### config.mk
export PLATFORM = sky130hd
export DESIGN_NAME = bmh_ram
export DESIGN_NICKNAME = d
export VERILOG_FILES = /design/src/hw/rtl/bmh_ram.sv
export SDC_FILE = /design/constraint.sdc
export NUM_CORES = 1
export LEC_CHECK = 0
export BUFFER_PORTS_ARGS = -buffer_cell sky130_fd_sc_hd__buf_2
export CAP_MARGIN = 15
export CORE_MARGIN = 3
export CORE_UTILIZATION = 45
export CTS_CLUSTER_SIZE = 10
export DETAILED_ROUTE_END_ITERATION = 6
export GPL_TIMING_DRIVEN = 0
export PLACE_DENSITY = 0.71
export SLEW_MARGIN = 25
export SYNTH_ARGS = -nofsm -noshare
export SYNTH_HDL_FRONTEND = slang
export SYNTH_SLANG_ARGS = --single-unit
### constraint.sdc
create_clock -name i_clk -period 1.2 [get_ports i_clk]
set_clock_uncertainty 0.05 [all_clocks]
set_input_delay 0.06 -clock i_clk [delete_from_list [all_inputs] [get_ports i_clk]]
set_output_delay 0.06 -clock i_clk [all_outputs]
set_load 0.1 [all_outputs]
### src/hw/rtl/bmh_ram.sv
// generic lane-writable memory with one write and one registered read port
module bmh_ram #(
    parameter int DEPTH     = 2,
    parameter int LANES     = 2,
    parameter int LANE_BITS = 16,
    parameter int ADDR_BITS = 1
) (
    input  logic                            i_clk,
    input  logic [LANES-1:0]                i_wr_en,
    input  logic [ADDR_BITS-1:0]            i_wr_addr,
    input  logic [LANES-1:0][LANE_BITS-1:0] i_wr_data,
    input  logic [ADDR_BITS-1:0]            i_rd_addr,
    output logic [LANES-1:0][LANE_BITS-1:0] o_rd_data
);

    localparam int IDX_BITS = (DEPTH > 1) ? $clog2(DEPTH) : 1;

    logic [LANES-1:0][LANE_BITS-1:0] r_mem [DEPTH];
    logic [LANES-1:0][LANE_BITS-1:0] r_rd_data;

    always_ff @(posedge i_clk) begin
        for (int l = 0; l < LANES; l++) begin
            if (i_wr_en[l]) begin
                r_mem[i_wr_addr[IDX_BITS-1:0]][l] <= i_wr_data[l];
            end
        end
        r_rd_data <= r_mem[i_rd_addr[IDX_BITS-1:0]];
    end

    assign o_rd_data = r_rd_data;

endmodule

Yosys cells after proc, flatten, opt, wreduce, memory -nomap -nowiden. Memories as Yosys holds them, arrays and structs flattened. A register that Yosys moved wholly into a read port is not among the register bits. Cells that the tools add are included.

Mux-type cells: 4.

Operator list (count): $mux W1 (4).

Register bits: 0. Bits in writable memories: 64. Input bits: 37. Output and inout port bits: 32. Logic and storage cells: 5. Memories kept: 1.

Memories: r_mem (depth 2, bits a word 32, rd ports 1, clocked after Yosys merged registers in 1, wr ports 1, line 18) `logic [LANES-1:0][LANE_BITS-1:0] r_mem [DEPTH];`.

Longest topological paths before layout.
Depth after elaboration: 2. Mapped depth: 3. Mapped depth without buffers: 1.

Worst setup path before layout. OpenSTA, ideal clock, no wires.

Path type: input-to-reg. From: input port i_wr_en[0]. To: memory r_mem[0][0] (netlist bit), enable pin. Setup time: 390 ps. Arrival time: 824 ps. Data required time: 760 ps. Path slack: -65 ps. Stages: 1. Path buffers: 0. Cells stage by stage: nor2b_1.

Word-level cells in the longest chain between the ends: 2.

Ends and longest elaborated chain: start, declared (line 9) `input logic [LANES-1:0] i_wr_en,`; $mux W1 (line 23) `if (i_wr_en[l]) begin`; $mux W1 (not written as such) (line 24) `r_mem[i_wr_addr[IDX_BITS-1:0]][l] <= i_wr_data[l];`; end, declared (line 18).

Every way passes these cells.

Worst setup path after layout.
From: register r_rd_data, in the netlist o_rd_data[16] (read register of r_mem). To: output port o_rd_data[16] (netlist bit).

RTL lines: start, declared (line 19) `logic [LANES-1:0][LANE_BITS-1:0] r_rd_data;`; end, declared (line 13) `output logic [LANES-1:0][LANE_BITS-1:0] o_rd_data`.

No word-level cell between the ends.

==> results.md <==
* Largest net degree at the start of global routing at 17
* Syn Area/Cell at 23.03 um2
* Min-delay worst type: input port to flip-flop
* Synth Warn # at 0
* Reg2reg start: r_mem[0][20]$_DFFE_PP_
* Diode count at 0
* Initial antenna violation count at 0
* Kind of cell adding the most delay to the critical path: flip-flops
* Critical Path RT at 1.09 ns
* GP Congestion at 0.6658
* Seq cells post-synth at 96
* Hold path start: i_wr_addr
* Layout area overhead at 34.00%
* Commonest cells after routing, fill and taps aside: edfxtp_1 (64), buf_2 (35), dlygate4sd3_1 (33)
* CTS Buffer Depth at 2
* Drt pass-1 iters at 3
* Hold slack at 0.1763 ns
* Via Count at 1521
* Syn Inst Count at 136
* Mapped Area at 3132 um2
* Status: finished clean
* Pwr Total at 7.431 mW
* Final Cycle Share at between 90% and 100%
* Via density at 4.623
* Final hold violation count at 0
* CTS H-Tree Depth at 3
* Crit path from: o_rd_data[16]$_DFF_P_
* Die W at 89.43 um
* I/O Pins at 69
* Cell Rows at 29
* Max incr delay on CP at 0.34 ns
* Post-CTS Setup Bufs at 0
* Critical path class: flip-flop to primary output
* Setup violators final at 0
* Number of DRC markers in iteration 0 at 32
* Global route total overflow at 0
* Leak Pwr at 1.708 nW
* Worst-case reg-to-reg path depth at 1
* Post-detailed-placement half-perimeter wirelength at between 2 and 3 mm
* Distinct cells, synth at 8
* Num CTS Buffers at 9
* Maximum vdd ir drop at 0.9486 mV
* Core ar. at 6531 um2
* Crit path cell chain: buf_4
* Placed Cells at 280
* # DRC at 0
* Vias in the first global route at 1613
* CTS tree: done
* Fin. max-slew vios at 0
* Critical path startpoint category: flip-flop
* Slew margin rel. at between 40% and 50%
* Initial Utilization at between 40% and 50%
* Critical Path AT at 0.98 ns
* Die area at 7997 um2
* Clock Sink Count at 96
* Seq/Total Area, Yosys at 81.82%
* Skew-Pair Late Insertion Delay at ~0.35 ns
* Final WL at 4.974 mm
* Max_cap viols at 0
* Actual slew at the worst max-slew pin at 0.8438 ns
* Critical path buffers and inverters at 1
* Global-route wire length before repair at 7.521 mm
* Leading cell type in the layout, fill and taps excluded: edfxtp_1
* Post-Syn Nets at 173
* Post-route insts no fill at 329
* Worst-path clk slew at 0.09 ns
* Worst hold path depth at 2
* PortBufs at 67
* Critical path fanouts, max at 1
* Min Tclk post-route at 1.095 ns
* Final nets at 284
* CP max-delay cell: dfxtp_1
* Peak Freq at slightly above 900 MHz
* CP Depth at 1
* GRT Overall Usage at 13.39%
* Unrepaired setup endpoints after global routing: false
* Critical path capture point type: primary output
* Routed Antenna Nets at 0
* Wire per inst at 15.12 um
* Layout cell share with drive strength beyond 1 at 47.62%
* Clock root cell: clkbuf_8
* P per Cell Area at 1771 nW/um2
* Die height at 89.43 um
* R2R setup slack at 0.38 ns
power breakdown:
| group | internal, mW | switching (mW) | leakage [nW] |
|---|---|---|---|
| Clock | 1.18 | 1.09 | 0.108 |
| Combinational | 0.399 | 0.914 | 0.729 |
| Sequential | 3.79 | 0.0673 | 0.871 |
final cells by class:
class,instances,area (um2)
Clock buffer,9,123.9
Tap cell,77,96.34
Buffer,4,71.32
Multi-Input combinational cell,36,503.0
Clock inverter,7,93.84
Sequential cell,96,2562
Timing Repair Buffer,100,745.7
Fill cell,456,2335
logic make-up (layout without fill, tap and decap cells):
| group | after synthesis | in the layout | share of synthesized area (%) |
|---|---|---|---|
| buffers and inverters | 4 | 120 | 2.277 |
| flip-flops | 96 | 96 | 81.82 |
| AND/OR/NAND/NOR | 4 | 4 | 0.7989 |
| multiplexers | 32 | 32 | 15.10 |
Yosys cell counts, drive strengths merged:
master	count	area [um2]
edfxtp	64	1922
dfxtp	32	640.6
mux2	32	473.0
buf	4	71.32
and2	2	12.51
nor2b	2	12.51
stage by stage:
stage                     setup TNS (ns)  setup WS [ns]  util (%)  instance area (um2)
after CTS                              0        0.07860     64.25                 4197
after detailed placement          -7.677        -0.1608     54.64                 3568
after global placement            -5.798        -0.1306     54.64                 3568
final                                  0         0.1054     64.25                 4197
after floorplan                        0         0.1810         -                 3137
after global routing                   0        0.05479     64.25                 4197
timing repair:
| action | CTS | global route |
|---|---|---|
| gates resized for setup | 32 | 0 |
| hold buffers | 33 | 0 |
| endpoints found under the hold margin | 66 | 0 |
| setup endpoints to repair | 32 | 0 |
registers in the layout (all words and copies together) (netlist names):
register and flops:
o_rd_data 32, r_mem 64
metal layers:
layer / up-vias / wire length [um] / global-route usage (%)
met1: 723 / 2019 / 14.36
li1: 730 / - / -
met3: 11 / 267 / 4.516
met5: - / 0 / 0
met4: 0 / 123 / 7.848
met2: 57 / 2564 / 22.91
worst paths after layout:
kind / to
max: o_rd_data[16]
min: r_mem[0][2]$_DFFE_PP_
max reg2reg: o_rd_data[20]$_DFF_P_
min reg2reg: o_rd_data[31]$_DFF_P_
Note: power is estimated with default switching activity, not from simulation.
