`config.mk`:
```
export PLATFORM = sky130hd
export DESIGN_NAME = bmh_cell
export DESIGN_NICKNAME = d
export VERILOG_FILES = /design/src/hw/rtl/bmh_pkg.sv /design/src/hw/rtl/bmh_cell.sv
export SDC_FILE = /design/constraint.sdc
export NUM_CORES = 1
export LEC_CHECK = 0
export BUFFER_PORTS_ARGS = -buffer_cell sky130_fd_sc_hd__buf_4
export CAP_MARGIN = 20
export CORE_ASPECT_RATIO = 1.4
export CORE_MARGIN = 1.5
export CORE_UTILIZATION = 56
export CTS_CLUSTER_SIZE = 14
export DETAILED_ROUTE_END_ITERATION = 7
export GPL_TIMING_DRIVEN = 0
export PLACE_DENSITY = 0.94
export SETUP_SLACK_MARGIN = 0.02
export SLEW_MARGIN = 15
export SYNTH_ARGS = -nofsm -noshare
export SYNTH_HDL_FRONTEND = slang
export SYNTH_SLANG_ARGS = --single-unit
export TNS_END_PERCENT = 30
```
`constraint.sdc`:
```
create_clock -name i_clk -period 14.39 [get_ports i_clk]
set_clock_uncertainty 0.2 [all_clocks]
set_input_delay 0.7195 -clock i_clk [delete_from_list [all_inputs] [get_ports i_clk]]
set_output_delay 0.7195 -clock i_clk [all_outputs]
set_load 0.005 [all_outputs]
```
`src/hw/rtl/bmh_pkg.sv`:
```
// shared constants, types and helpers of the binary max-heap
package bmh_pkg;

    localparam int CAPACITY   = 1024;
    localparam int VALUE_BITS = 16;
    localparam int COUNT_BITS = $clog2(CAPACITY + 1);
    localparam int TOP_LEVEL  = COUNT_BITS - 1;
    localparam int NUM_LEVELS = TOP_LEVEL + 1;
    localparam int LVL_BITS   = $clog2(NUM_LEVELS);
    localparam int ROW_BITS   = (TOP_LEVEL > 1) ? TOP_LEVEL - 1 : 1;

    localparam logic KIND_INSERT = 1'b0;
    localparam logic KIND_REMOVE = 1'b1;

    localparam logic [1:0] ST_OK    = 2'd0;
    localparam logic [1:0] ST_EMPTY = 2'd1;
    localparam logic [1:0] ST_FULL  = 2'd2;

    typedef enum logic [1:0] {
        OP_INS = 2'd0,
        OP_REM = 2'd1,
        OP_PUT = 2'd2
    } t_op;

    // request walking down the level chain
    typedef struct packed {
        logic                  valid;
        t_op                   op;
        logic [COUNT_BITS-1:0] pos;
        logic [VALUE_BITS-1:0] carry;
        logic [COUNT_BITS-1:0] last;
        logic [LVL_BITS-1:0]   tlev;
    } t_tok;

    // write handed up to the level above
    typedef struct packed {
        logic                  we;
        logic [COUNT_BITS-1:0] pos;
        logic [VALUE_BITS-1:0] value;
    } t_wb;

    // broadcast read of one heap position
    typedef struct packed {
        logic                  valid;
        logic [LVL_BITS-1:0]   lev;
        logic [COUNT_BITS-1:0] pos;
    } t_fetch;

    // port bundle of one level memory (rows hold sibling pairs)
    typedef struct packed {
        logic [ROW_BITS-1:0]              rd_addr;
        logic [ROW_BITS-1:0]              wr_addr;
        logic [1:0]                       wr_en;
        logic [1:0][VALUE_BITS-1:0]       wr_data;
    } t_ram_req;

    function automatic logic [LVL_BITS-1:0] floor_log2(input logic [COUNT_BITS-1:0] v);
        logic [LVL_BITS-1:0] r;
        r = '0;
        for (int k = 0; k < COUNT_BITS; k++) begin
            if (v[k]) begin
                r = LVL_BITS'(k);
            end
        end
        return r;
    endfunction

    function automatic int level_rows(input int lvl);
        int full;
        int tail;
        full = (lvl == 0) ? 1 : (1 << (lvl - 1));
        tail = ((CAPACITY - (1 << lvl)) >> 1) + 1;
        return (tail < full) ? tail : full;
    endfunction

endpackage

```
`src/hw/rtl/bmh_cell.sv`:
```
// one heap level: drives the ports of its level memory, steps a request and hands it down
module bmh_cell import bmh_pkg::*; (
    input  logic                       i_clk,
    input  logic                       i_rst_n,
    input  logic [LVL_BITS-1:0]        i_level,
    input  t_tok                       i_tok,
    output t_tok                       o_tok,
    input  t_wb                        i_wb,
    output t_wb                        o_wb,
    input  t_fetch                     i_fetch,
    output logic [VALUE_BITS-1:0]      o_fetch_data,
    output logic                       o_done,
    output t_ram_req                   o_ram,
    input  logic [1:0][VALUE_BITS-1:0] i_ram_rdata
);

    logic [ROW_BITS:0]     w_one_hot;
    logic [ROW_BITS-1:0]   w_mask;
    logic                  w_imm;
    logic                  w_go;
    logic                  r_busy;
    t_tok                  r_tok;
    t_tok                  r_out;
    t_tok                  n_out;
    logic                  r_fetch_hit;
    logic                  r_fetch_side;
    logic [VALUE_BITS-1:0] w_lo;
    logic [VALUE_BITS-1:0] w_hi;
    logic [VALUE_BITS-1:0] w_stored;
    logic [LVL_BITS-1:0]   w_sh;
    logic [COUNT_BITS:0]   w_c;
    logic                  w_right_ok;
    logic                  w_pick_r;
    logic [VALUE_BITS-1:0] w_child_v;
    logic [COUNT_BITS-1:0] w_cpos;
    logic                  w_deeper;
    logic                  w_own_we;
    logic [COUNT_BITS-1:0] w_own_pos;
    logic [VALUE_BITS-1:0] w_own_val;
    logic                  w_wr_we;
    logic [COUNT_BITS-1:0] w_wr_pos;
    logic [VALUE_BITS-1:0] w_wr_val;
    logic                  w_wr_side;

    function automatic logic [ROW_BITS-1:0] row_of(input logic [COUNT_BITS-1:0] p,
                                                   input logic [ROW_BITS-1:0] m);
        return ROW_BITS'(p >> 1) & m;
    endfunction

    // row index mask of this level (rows hold sibling pairs)
    assign w_one_hot = {{ROW_BITS{1'b0}}, 1'b1} << (i_level - LVL_BITS'(1));
    assign w_mask    = (i_level == '0) ? '0 : ROW_BITS'(w_one_hot - {{ROW_BITS{1'b0}}, 1'b1});

    assign w_imm = i_tok.valid && ((i_tok.op == OP_PUT) ||
                                   ((i_tok.op == OP_INS) && (i_tok.pos == i_tok.last)));
    assign w_go  = i_tok.valid && !w_imm;

    assign w_lo       = i_ram_rdata[0];
    assign w_hi       = i_ram_rdata[1];
    assign w_stored   = ((i_level != '0) && r_tok.pos[0]) ? w_hi : w_lo;
    assign w_sh       = r_tok.tlev - i_level - LVL_BITS'(1);
    assign w_c        = {r_tok.pos, 1'b0};
    assign w_right_ok = w_c < {1'b0, r_tok.last};
    assign w_pick_r   = w_right_ok && (w_hi > w_lo);
    assign w_child_v  = w_pick_r ? w_hi : w_lo;
    assign w_cpos     = w_c[COUNT_BITS-1:0] | {{(COUNT_BITS-1){1'b0}}, w_pick_r};
    assign w_deeper   = {w_cpos, 1'b0} <= {1'b0, r_tok.last};

    always_comb begin
        n_out     = '0;
        o_wb      = '0;
        o_done    = 1'b0;
        w_own_we  = 1'b0;
        w_own_pos = i_tok.pos;
        w_own_val = i_tok.carry;
        if (w_imm) begin
            w_own_we = 1'b1;
            o_done   = 1'b1;
        end
        if (r_busy) begin
            unique case (r_tok.op)
                OP_INS: begin
                    // larger carry takes the slot, the old value moves on
                    n_out     = r_tok;
                    n_out.pos = r_tok.last >> w_sh;
                    if (w_stored < r_tok.carry) begin
                        w_own_we    = 1'b1;
                        w_own_pos   = r_tok.pos;
                        w_own_val   = r_tok.carry;
                        n_out.carry = w_stored;
                    end
                end
                OP_REM: begin
                    if (r_tok.carry < w_child_v) begin
                        o_wb = '{we: 1'b1, pos: r_tok.pos, value: w_child_v};
                        if (w_deeper) begin
                            n_out     = r_tok;
                            n_out.pos = w_cpos;
                        end else begin
                            w_own_we  = 1'b1;
                            w_own_pos = w_cpos;
                            w_own_val = r_tok.carry;
                            o_done    = 1'b1;
                        end
                    end else begin
                        o_wb   = '{we: 1'b1, pos: r_tok.pos, value: r_tok.carry};
                        o_done = 1'b1;
                    end
                end
                default: ;
            endcase
        end
    end

    // write port: hand-up from the level below or this level's own write
    always_comb begin
        w_wr_we  = w_own_we;
        w_wr_pos = w_own_pos;
        w_wr_val = w_own_val;
        if (i_wb.we) begin
            w_wr_we  = 1'b1;
            w_wr_pos = i_wb.pos;
            w_wr_val = i_wb.value;
        end
    end

    assign w_wr_side     = (i_level != '0) && w_wr_pos[0];
    assign o_ram.wr_addr = row_of(w_wr_pos, w_mask);
    assign o_ram.wr_en   = w_wr_we ? (w_wr_side ? 2'b10 : 2'b01) : 2'b00;
    assign o_ram.wr_data = {w_wr_val, w_wr_val};
    assign o_ram.rd_addr = i_fetch.valid ? row_of(i_fetch.pos, w_mask) :
                           (i_tok.op == OP_REM) ? (ROW_BITS'(i_tok.pos) & w_mask) :
                           row_of(i_tok.pos, w_mask);

    always_ff @(posedge i_clk) begin
        if (!i_rst_n) begin
            r_busy      <= 1'b0;
            r_out       <= '0;
            r_fetch_hit <= 1'b0;
        end else begin
            r_busy      <= w_go;
            r_out       <= n_out;
            r_fetch_hit <= i_fetch.valid && (i_fetch.lev == i_level);
        end
        if (w_go) begin
            r_tok <= i_tok;
        end
        r_fetch_side <= (i_level != '0) && i_fetch.pos[0];
    end

    assign o_tok        = r_out;
    assign o_fetch_data = r_fetch_hit ? (r_fetch_side ? w_hi : w_lo) : '0;

    a_no_overlap: assert property (@(posedge i_clk) disable iff (!i_rst_n)
        i_tok.valid |-> !r_busy)
        else $error("request reached a level that is still working");

endmodule

```
### Word level (Yosys, flattened, before mapping)

Cells that the tools add are included.

| storage, ports and cells | value |
|---|---|
| input port bits | 127 |
| word-level logic and storage cells | 89 |
| flip-flop bits (word level) | 93 |

| operators by class | value |
|---|---|
| equality and inequality tests | 5 |
| add/subtract/negate cells | 4 |
| shift-type cells | 2 |
| reductions and logical operators | 15 |
| bitwise gates (word level) | 5 |
| magnitude comparators | 5 |
| mux-type cells | 38 |

Operator list:

| cell | count |
|---|---|
| two-way mux 16 bit | 11 |
| two-way mux 45 bit | 2 |
| one-hot mux 45 bit (2 select lines) | 1 |
| two-way mux 28 bit | 2 |
| two-way mux 10 bit | 5 |
| AND 9 bit | 4 |
| less-than comparator 16 bit | 2 |
| one-hot mux 16 bit (2 select lines) | 1 |
| two-way mux 9 bit | 3 |
| one-hot mux 10 bit (2 select lines) | 1 |
| > comparator 16 bit | 1 |
| <= comparator 12 x 11 -> 1 bit | 1 |
| less-than comparator 12 x 11 -> 1 bit | 1 |
| == test 11 bit | 1 |
| bitwise OR 11 x 1 -> 11 bit | 1 |
| right shift 11 x 4 -> 11 bit | 1 |
| two-way mux 1 bit | 9 |
| << shifter 1 x 4 -> 9 bit, first input constant | 1 |
| subtractor 9 x 1 -> 9 bit, second input constant | 1 |
| logical AND 1 bit | 8 |
| subtractor 4 x 1 -> 4 bit, second input constant | 2 |
| == test 2 x 1 -> 1 bit, second input constant | 2 |
| == test 4 bit | 1 |
| zero test 2 bit | 2 |
| other kinds (9) | 10 |

### Longest topological paths before layout

Gate-level depths: netlist (run 1).

| depth | value |
|---|---|
| depth after elaboration | 12 |
| gate-level depth with buffers | 22 |
| depth with buffers taken out | 18 |

### Worst setup path before layout (run 1)

Ideal clock, no wire load.

| timing | value |
|---|---|
| path type | input to output |
| from | input port i_ram_rdata[13] (netlist bit) |
| to | output port o_ram[22] (netlist bit) |
| slack | 8316 ps |
| data required time | 13470 ps |
| stages on the path | 22 |
| arrival | 5154 ps |
| buffers on the path | 4 |
| cell sequence | inv_1 ha_1 nand4_2 nor2_1 or3_1 or4b_4 buf_6 nand2_1 clkinv_1 clkbuf_1 a21oi_1 ha_1 a21o_1 a2111oi_0 o21ai_0 o21ai_0 and3b_1 a21boi_1 buf_2 nand3_1 a32oi_1 buf_4 |

RTL lines:

| element | RTL line | source |
|---|---|---|
| from (decl) | bmh_cell.sv:14 | `input logic [1:0][VALUE_BITS-1:0] i_ram_rdata` |
| to (decl) | bmh_cell.sv:13 | `output t_ram_req o_ram,` |

==> key figures, run 1 <==
Setup path
  • Levels on crit path: 21
  • Worst path bufs/invs: 6
  • CP arrival: 6650 ps
  • CP delay by family, top: compound AO/OA/AOI/OAI gates
  • Critical path launch point type: flop
  • Reg2reg start: r_tok[39]$_DFFE_PP_
  • Crit path from: r_tok[39]$_DFFE_PP_
  • WP data required: 13470 ps
  • CP endpoint: o_ram[22]
  • CP Capture Type: output pin
  • R2R setup slack: 8370 ps
  • Worst r2r path cells: 19
  • Worst reg2reg path endpoint: o_tok[10]$_SDFF_PN0_
  • WS Path Type: reg2out
  • Crit path max fanout: 10
  • Worst stage delay on the critical path: 530 ps
  • Crit-path cells: ha_1, a21o_1, a211o_1, nor4_1, clkbuf_1, nand2_1, clkinv_1, clkbuf_1, a21oi_1, ha_1, a21o_1, a2111oi_0, o21ai_0, o21ai_0, and3b_1, a21boi_1, buf_2, nand3_1, a32oi_1, buf_4, buf_4
  • CP max stage cell: edfxtp_1

Cells and area
  • Register Area: approximately 2300 um^2
  • Area of the multi-input gates: 4886 um^2
  • Layout cells sized above 1: 0.2710
  • Final nets: 1383
  • Synth-to-layout area growth: 32.60%
  • Fill cell count: 990
  • ANT cells: 0
  • Final Cell Area: 10320 um^2

Clock network
  • CTS Sinks: 93
  • Root Buffer: clkbuf_16
  • CTS tree: done
  • CTS Hold Bufs: 0
  • Resized Gates After CTS: 0
  • H-tree levels: 3
  • Clock latency on the worst-skew pair: 360 ps
  • Setup Fix Bufs, Post-CTS: 0
  • Clk slew on worst S/H paths: roughly 70 ps
  • Max clock buf depth: 2
  • Inserted Clock Buffers: 9

Global route
  • Remaining global-route overflow: 0
  • Initial antenna violation count: 0
  • First-pass GRT wire length: 44.21 mm
  • Largest net degree at the start of global routing: 29
  • Number of global-route vias before repair: 8462
  • All-Layer GR Usage: 0.4015

Worst hold path
  • Hold WC Path Type: reg2reg

Route
  • Detail Route Antenna Nets: 0
  • DRT iter0 DRCs: roughly 700
  • WL final: 29.35 mm
  • Vias per inst: ~6.3
  • Drt wl/cell: 21.42 um
  • Residual DRC count: 0
  • Via count: about 8600
  • Detailed-router iteration count before antenna repair: 5

Power and ir drop
  • Pwr/cell area: about 87 nW/um^2
  • Leak pwr: between 4 and 5 nW
  • Maximum VDD drop: ~0.000089 V

Floorplan
  • DIE WIDTH: a little over 100 um
  • Die area: around 15000 um^2
  • Die H: 142.5 um
  • Row cnt: 50
  • Initial core utilization: 0.5787
  • IO Pins: 269
  • Core Box Area: between 10000 and 15000 um^2

Yosys
  • Yosys reg bits: 93
  • Sequential cell area fraction in the yosys report: 0.2971
  • Yosys warning total: 0
  • Syn avg cell area: 8.582 um^2
  • Synth Instances: 907
  • Top_reg_cell synth: dfxtp_1
  • Distinct cells, synth: 75
  • Ys async rst share: 0
  • Mapped Area: a little under 8000 um^2
  • Syn nets: 1107
  • Number of enable flip-flop cells after synthesis: between 40 and 50

Timing
  • Slew Viols, Final: 0
  • Final min period: 7567 ps
  • Max-Slew Margin vs Limit: 0.3585
  • Unrepaired setup endpoints after global routing: false
  • Final period util: 0.5259
  • Worst slew pin tran: between 900 and 1000 ps
  • Final setup violating endpoints: 0
  • Setup TNS: 0 ps
  • Highest Clock Rate: 132.1 MHz
  • Final WS setup: 6823 ps
  • Final hold violations: 0

Placed design
  • Final HPWL DP: 23.18 mm
  • Area of placed instances: 10020 um^2
  • Port buffer count: 264
  • RD Place Congestion: 1.018
  • Worst slack, placed: 7008 ps

Run status
  • Outcome: completed

Flow run
  • MaxCap Viol Count: 0
==> worst min path at each step <==
stage / from / endpoint / cells after the start
after floorplan: r_tok[44]$_DFFE_PP_ / o_tok[44]$_SDFF_PN0_ / 1
after global placement: r_tok[44]$_DFFE_PP_ / o_tok[44]$_SDFF_PN0_ / 1
after detailed placement: r_tok[44]$_DFFE_PP_ / o_tok[44]$_SDFF_PN0_ / 1
after CTS: r_tok[44]$_DFFE_PP_ / o_tok[44]$_SDFF_PN0_ / 1
after global routing: r_tok[44]$_DFFE_PP_ / o_tok[44]$_SDFF_PN0_ / 1
final: r_tok[44]$_DFFE_PP_ / o_tok[44]$_SDFF_PN0_ / 1
==> sequential cells by signal, indices dropped and copies added, names as in the netlist <==
signal	flops
r_busy	1
r_fetch_hit	1
r_tok	45
r_fetch_side	1
o_tok	45
==> power breakdown <==
group / switching [mW] / internal (mW) / total [mW]
Clock: 0.115 / 0.137 / 0.253
Sequential: 0.0200 / 0.292 / 0.312
Combinational: 0.188 / 0.140 / 0.328
Total: 0.323 / 0.570 / 0.893
==> metal layers <==
metal | global-route usage | wire length (um) | part of all wire | vias to the layer above
li1 | - | - | - | 3858
met3 | 0.07760 | 2858 | 0.097 | 175
met2 | 0.6961 | 14370 | 0.49 | 625
met4 | 0.3086 | 2590 | 0.088 | 0
met5 | 0 | 0 | 0 | -
met1 | 0.4177 | 9523 | 0.32 | 3906
==> layout make-up <==
type                       instances  area share
clock inverter                     6    0.006910
sequential                        93      0.2240
timing repair buffer             265      0.1940
clock buffer                      10     0.02218
multi-input combinational        678      0.4734
inverter                          73     0.02655
tap                              182     0.02206
buffer                            63     0.03091
==> per-stage QoR <==
step                power, mW  hold slack [ps]  utilization  std cells
CTS                    0.8807            275.0       0.7673       1370
global placement       0.6238            228.4       0.7430       1353
finish                 0.8932            288.8       0.7673       1370
global route           0.9267            298.8       0.7673       1370
floorplan              0.5011            220.3            -        907
detailed placement     0.6329            255.2       0.7450       1354
==> synthesized netlist by cell type, types with 3 or more instances <==
cell       count  area share
a32oi_1        4      0.0045
o22ai_1        3      0.0024
mux2i_1       76       0.098
nor2b_1       28       0.023
inv_1         72       0.035
clkbuf_1      35       0.017
a211oi_1      23       0.022
o21a_1         5      0.0048
o2bb2ai_1     18       0.020
a2111oi_0      5      0.0056
buf_4         16       0.015
buf_2          6      0.0039
nor3_1        19       0.012
dfxtp_1       48        0.12
nand2_1       45       0.022
nand4_1       11      0.0088
a22oi_1        9      0.0087
and3_1        11      0.0088
a21o_1        10      0.0096
nor2_1        73       0.035
or3_1          3      0.0024
o21ai_0       28       0.018
xor2_1        15       0.017
ha_1          72        0.12
o211ai_1       8      0.0077
xnor2_1        4      0.0045
edfxtp_1      45        0.17
a31oi_1        8      0.0064
and4_1         3      0.0034
nor4_1         9      0.0072
a21oi_1       85       0.055
buf_1          4      0.0019
nand3_1       34       0.022
and2_1        20       0.016
==> placed cells by master (no fill, tap or decap), types with 3 or more instances in the layout <==
cell type and instances:
a2111oi_0 5, a211oi_1 23, a21o_1 10, a21oi_1 85
a22oi_1 9, a31oi_1 8, a32oi_1 4, and2_1 20
and3_1 11, and4_1 3, buf_1 4, buf_2 6
buf_4 280, clkbuf_1 36, clkbuf_16 9, dfxtp_1 48
edfxtp_1 45, ha_1 72, inv_1 72, mux2i_1 76
nand2_1 45, nand3_1 34, nand4_1 11, nor2_1 72
nor2b_1 28, nor3_1 19, nor4_1 9, o211ai_1 8
o21a_1 5, o21ai_0 28, o22ai_1 3, o2bb2ai_1 18
or3_1 3, xnor2_1 4, xor2_1 15
==> logic make-up (layout without fill, tap and decap cells) <==
logic type | Yosys count | count (layout) | share of synthesized area
fa+ha+maj | 75 | 75 | 0.1209
compound gates | 236 | 236 | 0.2050
buf+inv | 136 | 417 | 0.07619
simple gates | 268 | 268 | 0.1741
flops | 93 | 93 | 0.2971
other cells | 1 | 1 | 0.0004818
mux | 79 | 79 | 0.1050
xor+xnor | 19 | 19 | 0.02138
Power figures use the tool's default switching activity.
==> inputs of run 2 (changes only) <==
--- a/config.mk
+++ b/config.mk
@@ -9,11 +9,11 @@
 export CAP_MARGIN = 20
 export CORE_ASPECT_RATIO = 1.4
 export CORE_MARGIN = 1.5
-export CORE_UTILIZATION = 56
+export CORE_UTILIZATION = 47
 export CTS_CLUSTER_SIZE = 14
 export DETAILED_ROUTE_END_ITERATION = 7
 export GPL_TIMING_DRIVEN = 0
-export PLACE_DENSITY = 0.94
+export PLACE_DENSITY = 0.85
 export SETUP_SLACK_MARGIN = 0.02
 export SLEW_MARGIN = 15
 export SYNTH_ARGS = -nofsm -noshare
==> constraint.sdc (replaced) <==
create_clock -name i_clk -period 6.75 [get_ports i_clk]
set_clock_uncertainty 0.2 [all_clocks]
set_input_delay 0.3375 -clock i_clk [delete_from_list [all_inputs] [get_ports i_clk]]
set_output_delay 0.3375 -clock i_clk [all_outputs]
set_load 0.005 [all_outputs]
==> run 2 against run 1 <==
Combinational power rose by 120%. Setup slack got worse by 6500 ps. First-iteration DRC count decreased by 10%. Die area grew 19%. Final cell count rose by 3.9%. Via count decreased by 2.4%. Clock power grew 100%. Global-route usage down 7.3 points. Critical path depth increased by 3. Routed wire length is 0.58% higher. Critical path type is now in2out. Critical endpoint is now o_ram[26].
==> key figures, run 2 (same netlist as run 1, synthesis figures left out) <==
Run status
  • Outcome: completed

Route
  • Vias per inst: 5.871 (-6.1%)
  • Detailed-router iteration count before antenna repair: 6 (+1)
  • Residual DRC count: 0 (unchanged)
  • Drt wl/cell: 20.74 um (-3.2%)
  • WL final: 29.52 mm (+0.58%)
  • Via count: 8355 (-2.4%)
  • Detail Route Antenna Nets: 0 (unchanged)
  • DRT iter0 DRCs: 625 (-10%)

Cells and area
  • Layout cells sized above 1: 0.2704 (-0.0006189)
  • Final nets: 1419 (+2.6%)
  • Fill cell count: 1356 (+37%)
  • Most frequent cells in the layout: buf_4, a21oi_1, mux2i_1
  • Post-route core utilization: 0.6643 (-0.1031)
  • Commonest non-fill, non-tap cell in the layout: buf_4
  • Synth-to-layout area growth: 38.02%
  • ANT cells: 0 (unchanged)

Timing
  • Final setup violating endpoints: 0 (unchanged)
  • Unrepaired setup endpoints after global routing: false
  • Highest Clock Rate: 156.1 MHz
  • Final period util: 0.9490
  • Worst slew pin tran: 864.6 ps (-94.10 ps)
  • Max-Slew Margin vs Limit: 0.4216 (+0.06312)
  • Final WS setup: 344.1 ps (-6479 ps)
  • Slew Viols, Final: 0 (unchanged)
  • Final min period: 6406 ps
  • Final hold violations: 0 (unchanged)

Worst hold path
  • Cell depth of the worst hold path: 1 (unchanged)
  • Hold WC Path Type: in2reg
  • WHS Endpoint: r_tok[34]$_DFFE_PP_
  • Hold_sp: i_tok[34]

Setup path
  • Critical path launch point type: primary input
  • R2R setup slack: 1400 ps (-6970 ps)
  • CP max stage cell: or4b_4
  • WP data required: 6210 ps (-7260 ps)
  • Worst stage delay on the critical path: 570 ps (+40 ps)
  • Top cell by count, worst path: buf_4
  • Crit path max fanout: 10 (unchanged)
  • Worst path bufs/invs: 8 (+2)
  • CP Capture Type: output pin
  • Worst r2r path cells: 19 (unchanged)
  • Reg2reg start: r_tok[39]$_DFFE_PP_
  • Crit-path cells: buf_4, inv_1, ha_1, nand4_2, nor2_1, or3_1, or4b_4, buf_6, nand2_1, clkinv_1, clkbuf_4, a21oi_2, ha_1, a21o_1, a2111oi_0, o21ai_0, o21ai_0, and3b_1, a21boi_2, buf_2, nand3_1, a32oi_1, buf_4, buf_4
  • CP arrival: 5870 ps (-780 ps)
  • CP delay by family, top: compound AO/OA/AOI/OAI gates
  • Worst reg2reg path endpoint: o_tok[23]$_SDFF_PN0_
  • WS Path Type: in2out

Placed design
  • Final HPWL DP: 22.96 mm (-0.94%)
  • Worst slack, placed: -161.6 ps (-7170 ps)
  • Port buffer count: 264 (unchanged)
  • RD Place Congestion: 0.9663 (-5.1%)

Clock network
  • Max clock buf depth: 2 (unchanged)
  • H-tree levels: 3 (unchanged)
  • Inserted Clock Buffers: 9 (unchanged)
  • Clk slew on worst S/H paths: 70 ps (about the same)
  • Root Buffer: clkbuf_16
  • Clock latency on the worst-skew pair: 360 ps (about the same)
  • CTS Sinks: 93 (unchanged)
  • CTS tree: done

Global route
  • Largest net degree at the start of global routing: 27 (-6.9%)
  • Remaining global-route overflow: 0 (unchanged)
  • First-pass GRT wire length: 43.98 mm (-0.52%)
  • All-Layer GR Usage: 0.3285 (-0.07300)
  • Initial antenna violation count: 0 (unchanged)
  • Number of global-route vias before repair: 8306 (-1.8%)

Floorplan
  • Die H: 155.3 um (+9.0%)
  • IO Pins: 269 (unchanged)
  • Core Box Area: 16170 um^2 (+20%)
  • Row cnt: 55 (+10%)
  • Die area: 17350 um^2 (+19%)
  • Initial core utilization: 0.4813 (-0.09738)
  • DIE WIDTH: 111.8 um (+8.9%)

Power and ir drop
  • Maximum VDD drop: 0.0001559 V (+75%)
  • Leak pwr: 5.041 nW (+3.4%)
  • Pwr/cell area: 176.3 nW/um^2 (+100%)

Flow run
  • MaxCap Viol Count: 0 (unchanged)
==> run 2: cell types whose count changed in the layout (fill, tap and decap cells not counted), moves of 2 or more <==
cell | before | now
clkinv_4 | 0 | 2
clkbuf_1 | 36 | 32
clkbuf_4 | 0 | 2
clkinv_8 | 0 | 2
dlygate4sd3_1 | 0 | 35
inv_6 | 2 | 0
==> run 2: stage by stage <==
stage	TNS [ps]	cells	hold WS, ps	total power, mW	instance area (um^2)
after floorplan	0	907	220.3	1.068	7784
after global placement	-71.39	1370	226.8	1.333	10010
after detailed placement	-342.2	1371	244.3	1.347	10050
after CTS	0	1423	4.774	1.876	10730
after global routing	0	1423	3.836	1.981	10740
final	0	1423	10.37	1.894	10740
==> run 2: worst max path at each step <==
stage	from	slack, ps	end	cells after the start
floorplan	i_ram_rdata[13]	1440	o_ram[22]	22
global placement	r_tok[31]$_DFFE_PP_	-70	o_ram[31]	22
detailed placement	r_tok[31]$_DFFE_PP_	-160	o_ram[31]	22
CTS	r_tok[39]$_DFFE_PP_	140	o_ram[31]	21
global route	i_ram_rdata[14]	80	o_ram[26]	24
finish	i_ram_rdata[15]	340	o_ram[26]	24
==> run 2: worst reg2reg max path, cell delays in order, from the launching register on <==
cell	delay [ps]
edfxtp_1	540
ha_1	360
a21o_1	170
a211o_1	300
nor4_2	310
clkbuf_4	280
nand2_1	70
clkinv_1	190
clkbuf_4	290
a21oi_1	150
ha_1	340
nand4_1	100
a2111oi_0	520
nand4_1	230
a31oi_2	260
a21oi_1	180
o21ba_2	220
buf_2	160
buf_2	190
o2bb2ai_1	160
==> run 2: what timing repair did <==
item / in CTS / in global routing
buffers inserted: 1 / 0
hold endpoints to repair: 35 / 0
hold buffers: 35 / 0
endpoints found under the setup margin: 45 / 48
resized for setup: 5 / 6
==> run 2: where the power goes <==
part           internal, mW  leakage, nW  switching (mW)
registers             0.623        0.819          0.0401
logic                 0.315         4.08           0.400
clock network         0.263        0.145           0.254
==> run 2: final cells by class <==
cell class,count,area (um^2),area share
plain buffers,63,327.8,0.03051
clock buffers,9,225.2,0.02096
clock inverters,7,80.08,0.007454
inverters,73,274.0,0.02551
multi-input cells,678,4907,0.4568
flip-flops and latches,93,2312,0.2152
well taps,199,249.0,0.02318
repair buffers,301,2367,0.2204
==> run 2: routing by layer <==
| layer | track usage | part of all wire | up-vias |
|---|---|---|---|
| met1 | 0.3470 | 0.35 | 3841 |
| met3 | 0.05999 | 0.081 | 98 |
| met2 | 0.6074 | 0.51 | 488 |
| met4 | 0.1875 | 0.058 | 0 |
| li1 | - | - | 3928 |
| met5 | 0 | 0 | - |
